## config.mk

```make
export PLATFORM = sky130hd
export DESIGN_NAME = staged_current_regulator_top
export DESIGN_NICKNAME = d
export VERILOG_FILES = /design/src/scr_pkg.sv /design/src/scr_div.sv /design/src/staged_current_regulator_top.sv
export VERILOG_INCLUDE_DIRS = /design/src /design/src/src
export SDC_FILE = /design/constraint.sdc
export NUM_CORES = 1
export LEC_CHECK = 0
export ABC_AREA = 1
export ABC_CLOCK_PERIOD_IN_PS = 17730
export BUFFER_PORTS_ARGS = -buffer_cell sky130_fd_sc_hd__buf_2
export CAP_MARGIN = 20
export CORE_MARGIN = 2
export CORE_UTILIZATION = 30
export DETAILED_ROUTE_END_ITERATION = 10
export PLACE_DENSITY_LB_ADDON = 0.25
export SYNTH_ARGS = -nofsm -noshare
export SYNTH_HDL_FRONTEND = slang
export SYNTH_HIERARCHICAL = 1
export SYNTH_SLANG_ARGS = --single-unit
export TNS_END_PERCENT = 5
```

## constraint.sdc

```tcl
create_clock -name clk -period 17.73 [get_ports clk]
set_input_delay 3.546 -clock clk [delete_from_list [all_inputs] [get_ports clk]]
set_output_delay 3.546 -clock clk [all_outputs]
set_load 0.01 [all_outputs]
```

## src/staged_current_regulator_top_defines.svh

```systemverilog
// assertion macros for the staged current regulator
// used by staged_current_regulator_top; no other dependencies
`ifndef STAGED_CURRENT_REGULATOR_TOP_DEFINES_SVH
`define STAGED_CURRENT_REGULATOR_TOP_DEFINES_SVH

// same-cycle implication, disabled during reset
`define SCR_ASSERT_NOW(label, clk, rst, ante, cons) \
  label: assert property (@(posedge clk) disable iff (rst) (ante) |-> (cons)) \
    else $error("staged current regulator check failed");

// next-cycle implication, disabled during reset
`define SCR_ASSERT_NEXT(label, clk, rst, ante, cons) \
  label: assert property (@(posedge clk) disable iff (rst) (ante) |=> (cons)) \
    else $error("staged current regulator check failed");

`endif

```

## src/scr_pkg.sv

```systemverilog
// package for the staged current regulator: types, codes and constants
// no dependencies; used by scr_div and staged_current_regulator_top
package scr_pkg;

  localparam int unsigned DVD_W = 22;
  localparam int unsigned DVS_W = 12;
  localparam int unsigned CNT_W = 5;

  localparam logic [3:0] F_O1C1 = 4'b0001;
  localparam logic [3:0] F_O2C2 = 4'b0010;
  localparam logic [3:0] F_O2C1 = 4'b0100;
  localparam logic [3:0] F_O1C2 = 4'b1000;
  localparam logic [3:0] STAGE1 = F_O1C1;
  localparam logic [3:0] STAGE2 = F_O1C1 | F_O1C2;
  localparam logic [3:0] STAGE3 = F_O1C1 | F_O1C2 | F_O2C1;
  localparam logic [3:0] STAGE4 = F_O1C1 | F_O1C2 | F_O2C1 | F_O2C2;

  localparam logic [11:0] STAGE_A_LIM  = 12'd250;
  localparam logic [11:0] STAGE_B_LIM  = 12'd500;
  localparam logic [11:0] STAGE_C_LIM  = 12'd750;
  localparam logic [11:0] DAC_THR_ONE  = 12'd120;
  localparam logic [11:0] DAC_THR_MANY = 12'd100;
  localparam logic [11:0] DAC_STEP     = 12'd50;
  localparam logic [11:0] DAC_TOP      = 12'd4000;
  localparam logic [9:0]  PWM_MAX      = 10'd1023;
  localparam logic [10:0] PWM_KICK     = 11'd10;

  typedef enum logic [1:0] {
    MODE_SINGLE = 2'd0,
    MODE_SHARED = 2'd1,
    MODE_DUAL   = 2'd2,
    MODE_NONE   = 2'd3
  } mode_t;

  typedef enum logic [2:0] {
    REG_MODE     = 3'd0,
    REG_LIMIT    = 3'd1,
    REG_CEILING  = 3'd2,
    REG_TOL      = 3'd3,
    REG_BASE_ONE = 3'd4,
    REG_BASE_TWO = 3'd5
  } reg_idx_t;

  typedef enum logic [2:0] {
    S_IDLE,
    S_MUL,
    S_CLAMP,
    S_EVAL,
    S_FMUL,
    S_DSTART,
    S_DIV,
    S_DONE
  } state_t;

  typedef struct packed {
    logic start;
  } div_ctrl_t;

  typedef struct packed {
    logic busy;
    logic done;
  } div_stat_t;

endpackage

```

## src/scr_div.sv

```systemverilog
// restoring serial divider, one quotient bit per cycle
// depends on scr_pkg for widths and the control/status structs
module scr_div
  import scr_pkg::*;
(
  input  logic             clk,
  input  logic             rst,
  input  div_ctrl_t        ctrl,
  input  logic [DVD_W-1:0] dividend,
  input  logic [DVS_W-1:0] divisor,
  output div_stat_t        stat,
  output logic [DVD_W-1:0] quotient
);

  logic [DVD_W-1:0] q;
  logic [DVS_W-1:0] rem;
  logic [DVS_W-1:0] dvs;
  logic [CNT_W-1:0] cnt;
  logic             busy;
  logic             done;
  logic [DVS_W:0]   trial;
  logic [DVS_W:0]   diff;
  logic             ge;

  assign trial = {rem, q[DVD_W-1]};
  assign ge    = trial >= {1'b0, dvs};
  assign diff  = trial - {1'b0, dvs};

  always_ff @(posedge clk) begin
    if (rst) begin
      busy <= 1'b0;
      done <= 1'b0;
      cnt  <= '0;
    end else begin
      done <= 1'b0;
      if (ctrl.start) begin
        busy <= 1'b1;
        cnt  <= CNT_W'(DVD_W - 1);
      end else if (busy) begin
        if (cnt == '0) begin
          busy <= 1'b0;
          done <= 1'b1;
        end else begin
          cnt <= cnt - 1'b1;
        end
      end
    end
  end

  // datapath, no reset needed
  always_ff @(posedge clk) begin
    if (ctrl.start) begin
      q   <= dividend;
      rem <= '0;
      dvs <= divisor;
    end else if (busy) begin
      q   <= {q[DVD_W-2:0], ge};
      rem <= ge ? diff[DVS_W-1:0] : trial[DVS_W-1:0];
    end
  end

  assign stat.busy = busy;
  assign stat.done = done;
  assign quotient  = q;

endmodule

```

## src/staged_current_regulator_top.sv

```systemverilog
// staged current regulator: top level with sequencer, shared multiplier and state
// depends on scr_pkg, scr_div and staged_current_regulator_top_defines.svh
// sequence: accept, then S_MUL, S_CLAMP, S_EVAL and S_DONE for step/DAC/hold paths;
//   the ratio jump adds S_FMUL, S_DSTART and S_DIV (the serial divider) before S_DONE
// one item at a time; next item accepted once the result is loaded
//   into the output register, and S_DONE waits while the output is stalled
// reset: synchronous active-high rst clears state, flags, levels and config
`include "staged_current_regulator_top_defines.svh"

module staged_current_regulator_top
  import scr_pkg::*;
(
  input  logic        clk,
  input  logic        rst,
  // config write port
  input  logic        cfg_we,
  input  logic [2:0]  cfg_index,
  input  logic [11:0] cfg_data,
  // input items
  input  logic        s_tvalid,
  output logic        s_tready,
  // target_req[11:0], current_fraction[20:12], measured_current[32:21],
  // output_select[33], use_formula[34], over_temp[35], zero pad[39:36]
  input  logic [39:0] s_tdata,
  // result items
  output logic        m_tvalid,
  input  logic        m_tready,
  // applied[0], pwm_first[10:1], pwm_second[20:11], channel_enables[24:21],
  // dac_level[36:25], zero pad[39:37]
  output logic [39:0] m_tdata
);

  // configuration registers
  logic [1:0]  mode;
  logic [11:0] current_limit;
  logic [9:0]  pwm_ceiling;
  logic [7:0]  tolerance;
  logic [9:0]  base_pwm_one;
  logic [9:0]  base_pwm_two;

  // regulator state
  logic [9:0]  pwm_levels [2];
  logic [11:0] dac_levels [2];
  logic [3:0]  channel_flags;

  // sequencer
  state_t state;
  state_t state_next;

  // captured item
  logic [11:0] target;
  logic [8:0]  frac;
  logic [11:0] meas;
  logic        sel;
  logic        formula;
  logic        ot;

  // working registers
  logic [21:0] prod;
  logic [11:0] des;
  logic [9:0]  pwm_w;
  logic        applied;

  // shared multiplier operands
  logic [11:0] mul_a;
  logic [9:0]  mul_b;

  // handshake and sequencing controls
  logic      in_acc;
  logic      out_load;
  div_ctrl_t div_ctrl;
  div_stat_t div_stat;
  logic [DVD_W-1:0] div_q;

  // evaluation results
  logic        in_band;
  logic [11:0] err;
  logic [11:0] thresh;
  logic [3:0]  flags_new;
  logic [9:0]  pwm_z;
  logic [9:0]  pwm_new;
  logic [11:0] dac_new;
  logic        go_formula;
  logic        rising;
  logic        room;
  logic [10:0] pwm_up;
  logic [3:0]  stage_f;
  logic [3:0]  c1;
  logic [3:0]  c2;
  logic        valid_stage;
  logic [9:0]  q_sat;
  logic [9:0]  cur_pwm;
  logic [11:0] cur_dac;

  assign in_acc = s_tvalid && s_tready;

  // ---------------------------------------------------------------------------
  // next-state logic
  // ---------------------------------------------------------------------------
  always_comb begin
    state_next = state;
    unique case (state)
      S_IDLE:   if (s_tvalid) state_next = S_MUL;
      S_MUL:    state_next = S_CLAMP;
      S_CLAMP:  state_next = S_EVAL;
      S_EVAL:   state_next = (!in_band && go_formula) ? S_FMUL : S_DONE;
      S_FMUL:   state_next = S_DSTART;
      S_DSTART: state_next = S_DIV;
      S_DIV:    if (div_stat.done) state_next = S_DONE;
      S_DONE:   if (!m_tvalid || m_tready) state_next = S_IDLE;
      default:  state_next = S_IDLE;
    endcase
  end

  // ---------------------------------------------------------------------------
  // sequencer outputs
  // ---------------------------------------------------------------------------
  always_comb begin
    s_tready       = 1'b0;
    div_ctrl.start = 1'b0;
    out_load       = 1'b0;
    mul_a          = target;
    mul_b          = {1'b0, frac};
    unique case (state)
      S_IDLE:   s_tready = 1'b1;
      S_FMUL: begin
        // ratio jump numerator: pwm * desired
        mul_a = des;
        mul_b = pwm_w;
      end
      S_DSTART: div_ctrl.start = 1'b1;
      S_DONE:   out_load = !m_tvalid || m_tready;
      default: begin
      end
    endcase
  end

  always_ff @(posedge clk) begin
    if (rst) state <= S_IDLE;
    else     state <= state_next;
  end

  // ---------------------------------------------------------------------------
  // evaluation of one tick from the clamped desired current
  // ---------------------------------------------------------------------------
  assign cur_pwm = pwm_levels[sel];
  assign cur_dac = dac_levels[sel];
  assign err     = (des > meas) ? (des - meas) : (meas - des);
  assign in_band = err < {4'd0, tolerance};
  assign rising  = des > meas;

  // four-stage pattern from the desired current
  always_comb begin
    if (des < STAGE_A_LIM)      stage_f = STAGE1;
    else if (des < STAGE_B_LIM) stage_f = STAGE2;
    else if (des < STAGE_C_LIM) stage_f = STAGE3;
    else                        stage_f = STAGE4;
  end

  assign valid_stage = (channel_flags == STAGE1) || (channel_flags == STAGE2) ||
                       (channel_flags == STAGE3) || (channel_flags == STAGE4);
  assign c1 = sel ? F_O2C1 : F_O1C1;
  assign c2 = sel ? F_O2C2 : F_O1C2;

  // stage selection, zeroing the output pwm on a stage change in shared and dual modes
  always_comb begin
    flags_new = channel_flags;
    pwm_z     = cur_pwm;
    thresh    = '0;
    case (mode)
      MODE_SINGLE: begin
        flags_new = STAGE1;
        thresh    = DAC_THR_ONE;
      end
      MODE_SHARED: begin
        if (valid_stage && channel_flags != stage_f) pwm_z = '0;
        flags_new = stage_f;
        thresh    = DAC_THR_MANY;
      end
      MODE_DUAL: begin
        if (des < STAGE_B_LIM) begin
          if ((channel_flags & c2) != '0) pwm_z = '0;
          flags_new = (channel_flags & ~c2) | c1;
        end else begin
          if ((channel_flags & c2) == '0) pwm_z = '0;
          flags_new = channel_flags | c1 | c2;
        end
        thresh = DAC_THR_MANY;
      end
      default: begin
        // unused mode keeps the flags, no dac region
      end
    endcase
  end

  assign room   = rising ? (pwm_z < pwm_ceiling) : (pwm_z != '0);
  assign pwm_up = {1'b0, pwm_z} + ((meas == '0) ? PWM_KICK : 11'd1);

  // region choice and pwm/dac update
  always_comb begin
    pwm_new    = pwm_z;
    dac_new    = cur_dac;
    go_formula = 1'b0;
    if (des == '0) begin
      pwm_new = '0;
      dac_new = '0;
    end else if (des < thresh) begin
      // low-current dac region
      pwm_new = (mode == MODE_DUAL && sel) ? base_pwm_two : base_pwm_one;
      if (rising) begin
        if (cur_dac >= DAC_STEP) dac_new = cur_dac - DAC_STEP;
      end else begin
        if (cur_dac < DAC_TOP) dac_new = cur_dac + DAC_STEP;
      end
    end else begin
      dac_new = '0;
      if (room) begin
        if (meas == '0 || (!ot && !formula && rising)) begin
          // zero current kick or single step up, both saturating
          pwm_new = pwm_up[10] ? PWM_MAX : pwm_up[9:0];
        end else if (!ot && formula) begin
          go_formula = 1'b1;
        end else if (!ot) begin
          pwm_new = pwm_z - 1'b1;
        end
      end
    end
  end

  // ---------------------------------------------------------------------------
  // serial divider for the ratio jump
  // ---------------------------------------------------------------------------
  scr_div u_div (
    .clk      (clk),
    .rst      (rst),
    .ctrl     (div_ctrl),
    .dividend (prod),
    .divisor  (meas),
    .stat     (div_stat),
    .quotient (div_q)
  );

  assign q_sat = (div_q[DVD_W-1:10] != '0) ? PWM_MAX : div_q[9:0];

  // ---------------------------------------------------------------------------
  // config and regulator state
  // ---------------------------------------------------------------------------
  always_ff @(posedge clk) begin
    if (rst) begin
      mode          <= MODE_SINGLE;
      current_limit <= 12'd4095;
      pwm_ceiling   <= 10'd1023;
      tolerance     <= 8'd10;
      base_pwm_one  <= '0;
      base_pwm_two  <= '0;
      pwm_levels[0] <= '0;
      pwm_levels[1] <= '0;
      dac_levels[0] <= '0;
      dac_levels[1] <= '0;
      channel_flags <= '0;
      m_tvalid      <= 1'b0;
    end else begin
      if (cfg_we) begin
        case (cfg_index)
          REG_MODE:     mode          <= cfg_data[1:0];
          REG_LIMIT:    current_limit <= cfg_data;
          REG_CEILING:  pwm_ceiling   <= cfg_data[9:0];
          REG_TOL:      tolerance     <= cfg_data[7:0];
          REG_BASE_ONE: base_pwm_one  <= cfg_data[9:0];
          REG_BASE_TWO: base_pwm_two  <= cfg_data[9:0];
          default: begin
          end
        endcase
      end
      if (state == S_EVAL && !in_band) begin
        channel_flags   <= flags_new;
        pwm_levels[sel] <= pwm_new;
        dac_levels[sel] <= dac_new;
      end
      if (state == S_DIV && div_stat.done) pwm_levels[sel] <= q_sat;
      if (out_load)           m_tvalid <= 1'b1;
      else if (m_tready)      m_tvalid <= 1'b0;
    end
  end

  // ---------------------------------------------------------------------------
  // datapath registers, no reset
  // ---------------------------------------------------------------------------
  always_ff @(posedge clk) begin
    if (in_acc) begin
      target  <= s_tdata[11:0];
      frac    <= s_tdata[20:12];
      meas    <= s_tdata[32:21];
      sel     <= s_tdata[33];
      formula <= s_tdata[34];
      ot      <= s_tdata[35];
    end
    // shared multiplier, registered
    if (state == S_MUL || state == S_FMUL) prod <= 22'(mul_a) * 22'(mul_b);
    // desired = min(target*fraction/256 truncated to 12 bits, limit)
    if (state == S_CLAMP) des <= (prod[19:8] > current_limit) ? current_limit : prod[19:8];
    if (state == S_EVAL) begin
      pwm_w   <= pwm_z;
      applied <= !in_band;
    end
    if (out_load) begin
      m_tdata <= {3'd0, dac_levels[sel], channel_flags,
                  (mode == MODE_SHARED) ? pwm_levels[0] : pwm_levels[1],
                  pwm_levels[0], applied};
    end
  end

  // ---------------------------------------------------------------------------
  // checks
  // ---------------------------------------------------------------------------
  `SCR_ASSERT_NEXT(a_accept_starts, clk, rst, in_acc, state == S_MUL)
  `SCR_ASSERT_NOW(a_div_done_in_div, clk, rst, div_stat.done, state == S_DIV)
  `SCR_ASSERT_NOW(a_dac_range, clk, rst, 1'b1,
                  dac_levels[0] <= 12'd4050 && dac_levels[1] <= 12'd4050)

endmodule
```

=== Word level (Yosys, flattened, before mapping) ===
Memory sizes are Yosys's and may differ from the RTL's. A register that Yosys moved wholly into a read port is not among the register bits.
Index checks and enable logic that the tools add are counted.

* Register bits: 231
* Logic and storage cells: 204
* Memory bits (writable): 44
* Memories: 2
* Input bits: 60
* Output and inout bits: 42

{| class="wikitable"
|+ Memory list
! memory !! words !! bits a word !! rd ports !! clocked after Yosys merged registers in !! write ports !! line !! source
|-
| dac_levels || 2 || 12 || 1 || 1 || 2 || staged_current_regulator_top.sv:43 || <nowiki>logic [11:0] dac_levels [2];</nowiki>
|-
| pwm_levels || 2 || 10 || 3 || 1 || 2 || staged_current_regulator_top.sv:42 || <nowiki>logic [9:0] pwm_levels [2];</nowiki>
|}

* Reduce and logical (&&, ||, !) cells: 47
* Multiply operators: 1
* Add/subtract/negate cells: 8
* Mux-type cells: 76
* Equality and inequality tests: 23
* $lt $le $gt $ge: 11
* Bitwise logic cells: 9

{| class="wikitable"
|+ Operator list
! cell !! count
|-
| two-way mux 10 bit || 17
|-
| two-way mux 12 bit || 10
|-
| two-way mux 22 bit || 2
|-
| subtractor 12 bit || 3
|-
| two-way mux 1 bit || 29
|-
| > comparator 12 bit || 2
|-
| zero test 12 bit || 2
|-
| one-hot mux 3 bit (8 select lines) || 1
|-
| multiplier 12 x 10 -> 22 bit || 1
|-
| one-hot mux 10 bit (2 select lines) || 1
|-
| equality test 3 bit (second input constant) || 6
|-
| AND reduction 2 bit || 9
|-
| two-way mux 4 bit || 4
|-
| two-way mux 3 bit || 5
|-
| two-way mux 5 bit || 3
|-
| one-hot mux 7 bit (2 select lines) || 1
|-
| greater-or-equal comparator 13 x 12 -> 1 bit || 1
|-
| adder 12 x 6 -> 12 bit (second input constant) || 1
|-
| equality test 3 x 2 -> 1 bit (second input constant) || 4
|-
| equality test 4 bit (second input constant) || 3
|-
| greater-or-equal comparator 12 x 6 -> 1 bit (second input constant) || 1
|-
| < comparator 12 x 10 -> 1 bit (second input constant) || 1
|-
| < comparator 12 bit || 1
|-
| < comparator 12 bit (second input constant) || 1
|-
| 40 further kinds || 66
|}

=== Logic depth before layout (Yosys ltp) ===
Gate-level depths: netlist (run 1).

* Depth in word-level cells: 17
* Mapped depth: 33

=== By module ===
Netlist (run 1), hierarchy kept.

{| class="wikitable"
|+ Modules (own cells, without submodules)
! module !! cells an instance !! area each (µm²) !! times used
|-
| staged_current_regulator_top || 1,884 || 15,931.5 || 1
|-
| scr_div || 382 || 3,007.9 || 1
|}

=== Least setup slack after synthesis (run 1) ===
No wires, ideal clock.

* Kind: register to register
* Start: register state[1]
* End: register prod[21] (data pin)
* Path buffers: 2
* Arrival: 5.888 ns
* Period minus slack after synthesis: 6.148 ns
* Cell stages (with the launch flop): 28
* Slack: 11.582 ns
* Library setup time: 0.260 ns
* Cells stage by stage: dfxtp_1 inv_1 nand2_1 nor2_1 inv_1 clkbuf_1 o21ai_0 clkbuf_1 nand2_1 fa_1 fa_1 fa_1 fa_1 inv_1 fa_1 ha_1 nand2_1 o21ai_0 a21oi_1 o31ai_1 nand2_1 nand2_1 a21boi_0 o21ai_0 a21oi_1 nor2_1 nor2_1 xor2_1

* Cells in the longest elaborated chain, start to end: 3
* Elaborated cells on any way between the ends: 4
* Classes of those cells: mul: 1; eq/ne: 1; mux: 2

{| class="wikitable"
|+ RTL lines
! item !! line !! source
|-
| from (decl) || staged_current_regulator_top.sv:47 || <nowiki>state_t state;</nowiki>
|-
| from (signal assigned) || staged_current_regulator_top.sv:140 || <nowiki>else state <= state_next;</nowiki>
|-
| equality test 3 bit (*) || staged_current_regulator_top.sv:124 || <nowiki>unique case (state)</nowiki>
|-
| two-way mux 12 bit or two-way mux 10 bit (tied branches) || staged_current_regulator_top.sv:124 ||
|-
| multiplier 12 x 10 -> 22 bit (*) || staged_current_regulator_top.sv:299 || <nowiki>if (state == S_MUL || state == S_FMUL) prod <= 22'(mul_a) * 22'(mul_b);</nowiki>
|-
| to (signal assigned) || staged_current_regulator_top.sv:299 ||
|-
| to (decl) || staged_current_regulator_top.sv:59 || <nowiki>logic [21:0] prod;</nowiki>
|}

Every way passes the cells marked *; elsewhere a longest branch is shown, timed or not.
A chain may end at the register's enable or synchronous reset.

=== Final worst setup path (run 1) ===
Same ends and word-level chain as after synthesis.

==> results of run 1 <==
layout make-up:
class	instances	area (sq um)	share of cell area, %
multi-input combinational	1566	9790	45.6
sequential	276	7490	34.9
inverter	357	1340	6.26
tap	846	1060	4.93
clock buffer	50	1020	4.73
timing repair buffer	113	626	2.91
clock inverter	16	149	0.693
antenna	2	5.00	0.0233
critical path, delay by kind of cell (launching register included):
family                     cells  cell delay (ns)
xor gates and xnor gates       1             0.13
AOI/OAI and AO/OA              7             1.54
DFF                            1             0.40
adders and majority gates      6             2.64
buffers and inverters          7             1.50
and+or+nand+nor                9             0.97
where the power goes:
part           total (uW)  internal (uW)  switching [uW]
registers             881            838            43.1
clock network         716            422             295
logic                1550            606             942
total                3150           1870            1280
routing by layer:
layer  vias to the layer above  GRT usage (%)  wire length, um
met4                         0           5.75             1640
met1                      7171           21.4            24100
li1                       7538              -                -
met2                       295           28.2            25200
met5                         -              0                0
met3                        86           2.93             2410
path summary, 6_finish.rpt:
check             slack, ns  cells past startpoint                            from               endpoint
setup reg to reg      10.25                     30           state[1]$_SDFFE_PP0P_     prod[21]$_DFFE_PP_
hold reg to reg        0.46                      0  pwm_levels[0][9]$_SDFFCE_PN0P_  m_tdata[10]$_DFFE_PP_
setup / recovery      10.25                     30           state[1]$_SDFFE_PP0P_     prod[21]$_DFFE_PP_
hold / removal         0.46                      0  pwm_levels[0][9]$_SDFFCE_PN0P_  m_tdata[10]$_DFFE_PP_
placed cells by master (no fill, tap or decap), drive strengths merged, types with 11 or more instances in the layout:
master and n:
or2 12, clkbuf 50, nor3 12, dfxtp 80, xnor2 11, ha 136, a21oi 106, nand3 113
o211ai 26, buf 113, fa 82, clkinv 15, o21ai 167, inv 355, nor2 248, xor2 36
edfxtp 196, nand4 30, nand2 529
flip-flops by register name, summed over array words and instances (netlist names), 3 cells and up, named ones only:
register,count
base_pwm_one,10
base_pwm_two,10
channel_flags,4
current_limit,12
dac_levels,24
des,12
frac,9
m_tdata,37
meas,12
prod,22
pwm_ceiling,10
pwm_levels,20
pwm_w,10
state,3
target,12
tolerance,8
u_div/cnt,5
u_div/dvs,12
u_div/quotient,22
u_div/rem,12
stage by stage:
step / std cells / setup WS [ns] / cell area (sq um) / utilization, % / hold slack, ns
floorplan: 2267 / 11.58 / 18900 / - / 0.400
global placement: 3156 / 10.31 / 20300 / 32.3 / 0.440
detailed placement: 3156 / 10.22 / 20300 / 32.3 / 0.448
CTS: 3222 / 10.19 / 21400 / 34.2 / 0.458
global route: 3224 / 9.53 / 21500 / 34.2 / 0.477
finish: 3226 / 10.25 / 21500 / 34.2 / 0.459
==> metrics.cfg, run 1 <==
[detailed_routing]
postRouteAntennaNets=0
wl_mm=53.4
drt_iter0_markers=932
vias_per_cell=4.68
drc=0
wl_per_cell_um=16.5
vias=15100
drt_first_pass_iters=5

[sta]
period_needed_ns=7.48
hold_viol=0
worstMarginPinSlew_ns=0.975
rsz0062_at_grt=no
tns_ns=0
slew-limit-headroom_pct=34.8
period_share_pct=42.2
fmax_mhz=134
clock_skew_ns=0.0220
slew_violations=0
setup_violations=0

[floorplanning]
initial_utilization_pct=30.2
pin_count=102
row_count=92
die-height_um=255
die_x_um=255
die-area_sq_mm=0.0651
coreArea_sq_mm=0.0627

[worst_hold_path]
hold_path.class=reg -> reg

[clocking]
clockRootBuffer=clkbuf_16
clock_path_buffers=3
clock_latency_ns=0.56
hold_buffers=0
cts.clk_slew.worst_paths_ns=0.06
cts_num_sinks=276
htree_levels=2
cts_tree=built
postCtsSetupBuffers=0
post_cts_resized=0
cts_buffers=36

[pwr]
vdd_drop_max_mv=0.113
p_leak_uw=0.00988
p_per_area_mw_per_mm2=146
total_power_uw=3150

[final_layout]
drive_above_1_share_pct=10.2
syn2layout_area_growth_pct=13.4
fin_nets=2628
nFillCells=6531

[setup_path]
cp_slowest_cell=clkinv_1
crit_path_max_fanout=37
path_class=reg -> reg
cp-end-kind=flop
cp.arrival_ns=7.77
cp.required_ns=18.02
crit_path_frequent_cell=nand2_1
cp-start-kind=flop
slowest_delay_ns=0.57

[global_routing]
grt_pass1_vias=15300
grt_pass1_wl_mm=83.6
grt_max_degree=58
antenna_found_initial=1
gr-total-overflow=0
grt.total_usage_pct=16.7

[run_status]
status=completed

[job]
maxCapViolCount=0

[placed_design]
port_buffers=94
hpwl_mm=41.9
gp_congestion=0.888

[yosys]
synth_area_sq_mm=0.0189
synthCells=2265
syn_avg_cell_area_sq_um=8.36
ys_warn_count=6

Power figures use the tool's default switching activity.
==> run 2: changes to the inputs <==
- ABC_AREA: 1 -> 0
- ABC_CLOCK_PERIOD_IN_PS: 17730 -> 7800
- clock period: 17.73 -> 7.8 ns (I/O delays scaled with it)
==> run 2 against run 1 <==
  * Non-clock buffer count up 12
  * Critical path depth fell by 12
  * Critical endpoint unchanged
  * Area after synthesis rose by 0.18%
  * Combinational power is 140% higher
  * Clock power rose to 2.6 times the previous value
  * Synthesized cell count decreased by 16%
  * Final cell count down 11%
  * Hold slack worse by 0.0056 ns
==> metrics.cfg, run 2 <==
[final_layout]
largestRegisters=m_tdata x37, dac_levels x24
nFillCells=6350  ; -2.8%
largest_reg_flops=37  ; unchanged
drive_above_1_share_pct=14.5  ; +4.3 points
layout_commonest_cell=nand2_1
regArea_sq_mm=0.00749  ; about the same
final_core_util_pct=34.7  ; +0.44 points
stdcell_area_sq_mm=0.0218  ; +1.3%
multi_input_area_sq_mm=0.0105  ; +7.1%
syn2layout_area_growth_pct=14.7
largest-register=m_tdata
fin_nets=2268  ; -14%
layout_common_cells=nand2_1, edfxtp_1, inv_1, nor2_1, ha_1

[setup_path]
path_class=reg -> reg
cp-end-kind=flop
startpoint=state[0]$_SDFFE_PP0P_
r2r_start=state[0]$_SDFFE_PP0P_
cp.required_ns=8.21  ; -9.81 ns
crit_path_max_fanout=14  ; -62%
cp-start-kind=flop
r2r_setup_slack_ns=0.95  ; -9.31 ns
cp.arrival_ns=7.26  ; -0.51 ns

[run_status]
status=completed

[sta]
slew_violations=0  ; unchanged
slew-limit-headroom_pct=34.1  ; -0.69 points
worstMarginPinSlew_ns=0.988  ; +0.0126 ns
fin_hold_ws_ns=0.453  ; -0.00564 ns
setup_violations=0  ; unchanged
tns_ns=0  ; unchanged
hold_viol=0  ; unchanged
fmax_mhz=146  ; +9.1%
period_share_pct=87.9  ; +46 points
clock_skew_ns=0.0292  ; +0.00719 ns
period_needed_ns=6.85  ; -0.625 ns
worst_slack_ns=0.947  ; -9.31 ns
rsz0062_at_grt=no

[yosys]
ys_warn_count=6  ; unchanged
syn_avg_cell_area_sq_um=10.0  ; +20%
synthCells=1896  ; -16%
synth_area_sq_mm=0.0190  ; +0.18%

[worst_hold_path]
hold_path.class=reg -> reg
hp-start=base_pwm_one[8]$_SDFFE_PP0P_

[placed_design]
gp_congestion=0.906  ; +2.0%
port_buffers=94  ; unchanged
hpwl_mm=41.6  ; -0.68%
place_ws_ns=0.930  ; -9.29 ns
placed_area_sq_mm=0.0204  ; +0.66%

[global_routing]
grt_pass1_vias=14400  ; -5.5%
grt.total_usage_pct=16.3  ; -0.34 points
gr-total-overflow=0  ; unchanged
grt_pass1_wl_mm=83.4  ; -0.30%
grt_max_degree=51  ; -12%
antenna_found_initial=9  ; +8

[clocking]
cts_buffers=36  ; unchanged
htree_levels=2  ; unchanged
clock_path_buffers=3  ; unchanged
hold_buffers=0  ; unchanged
cts_tree=built
clockRootBuffer=clkbuf_16
postCtsSetupBuffers=0  ; unchanged
post_cts_resized=0  ; unchanged
clock_latency_ns=0.57  ; about the same
cts.clk_slew.worst_paths_ns=0.06  ; about the same
cts_num_sinks=276  ; unchanged

[detailed_routing]
vias_per_cell=5.01  ; +7.2%
dr_wl_met2_mm=25.3  ; +0.42%
wl_mm=53.8  ; +0.69%
drc=0  ; unchanged
m1WireLength_mm=24.1  ; about the same
wl_met3_mm=2.97  ; +23%
drt_iter0_markers=867  ; -7.0%
vias=14400  ; -4.7%
drt_first_pass_iters=5  ; unchanged
postRouteAntennaNets=0  ; unchanged
wl_per_cell_um=18.7  ; +13%
routed.top_layer=met5

[floorplanning]
coreArea_sq_mm=0.0627  ; unchanged
pin_count=102  ; unchanged
initial_utilization_pct=30.2  ; +0.054 points
row_count=92  ; unchanged
die_x_um=255  ; about the same
die-height_um=255  ; about the same
die-area_sq_mm=0.0652  ; +0.18%

[pwr]
vdd_drop_max_mv=0.260  ; +130%
p_per_area_mw_per_mm2=349  ; +140%
p_leak_uw=0.00915  ; -7.4%

[job]
maxCapViolCount=0  ; unchanged

run 2: worst paths after layout:
kind | endpoint | cells after the start
hold / removal | base_pwm_one[8]$_SDFFE_PP0P_ | 2
hold reg to reg | base_pwm_one[8]$_SDFFE_PP0P_ | 2
setup reg to reg | prod[21]$_DFFE_PP_ | 18
setup / recovery | prod[21]$_DFFE_PP_ | 18
run 2: metrics by stage:
| stage | power, uW | instances |
|---|---|---|
| detailed placement | 5720 | 2797 |
| global placement | 5660 | 2796 |
| finish | 7580 | 2867 |
| CTS | 7640 | 2863 |
| global route | 8220 | 2865 |
| floorplan | 4920 | 1898 |
run 2: power breakdown:
| part | internal [uW] | switching, uW |
|---|---|---|
| logic | 1590 | 2090 |
| clock network | 1160 | 705 |
| registers | 1890 | 145 |
run 2: worst max-delay path, stage by stage (launching register included):
cell and delay (ns):
dfxtp_1 0.42, nor2_1 0.14, buf_4 0.14, and2_2 0.43
mux2i_1 0.71, nor2_1 0.16, fa_1 0.58, fa_1 0.44
fa_1 0.52, fa_1 0.52, fa_1 0.50, ha_1 0.37
and2_1 0.21, a22o_1 0.21, a311o_1 0.35, a31oi_1 0.29
a21oi_1 0.19, or4_1 0.42, nand3_1 0.10
run 2: layout make-up:
cell class / instances / share of cell area (%)
Multi-Input combinational cell: 1368 / 48.2
Inverter: 183 / 3.16
Sequential cell: 276 / 34.4
Antenna cell: 3 / 0.0345
Tap cell: 846 / 4.87
Clock inverter: 26 / 1.85
Timing Repair Buffer: 125 / 3.26
Clock buffer: 40 / 4.21
run 2: layer usage:
metal | GRT usage, % | vias up
met5 | 0 | -
li1 | - | 6918
met2 | 27.1 | 344
met1 | 21.5 | 7020
met4 | 4.62 | 10
met3 | 3.50 | 84
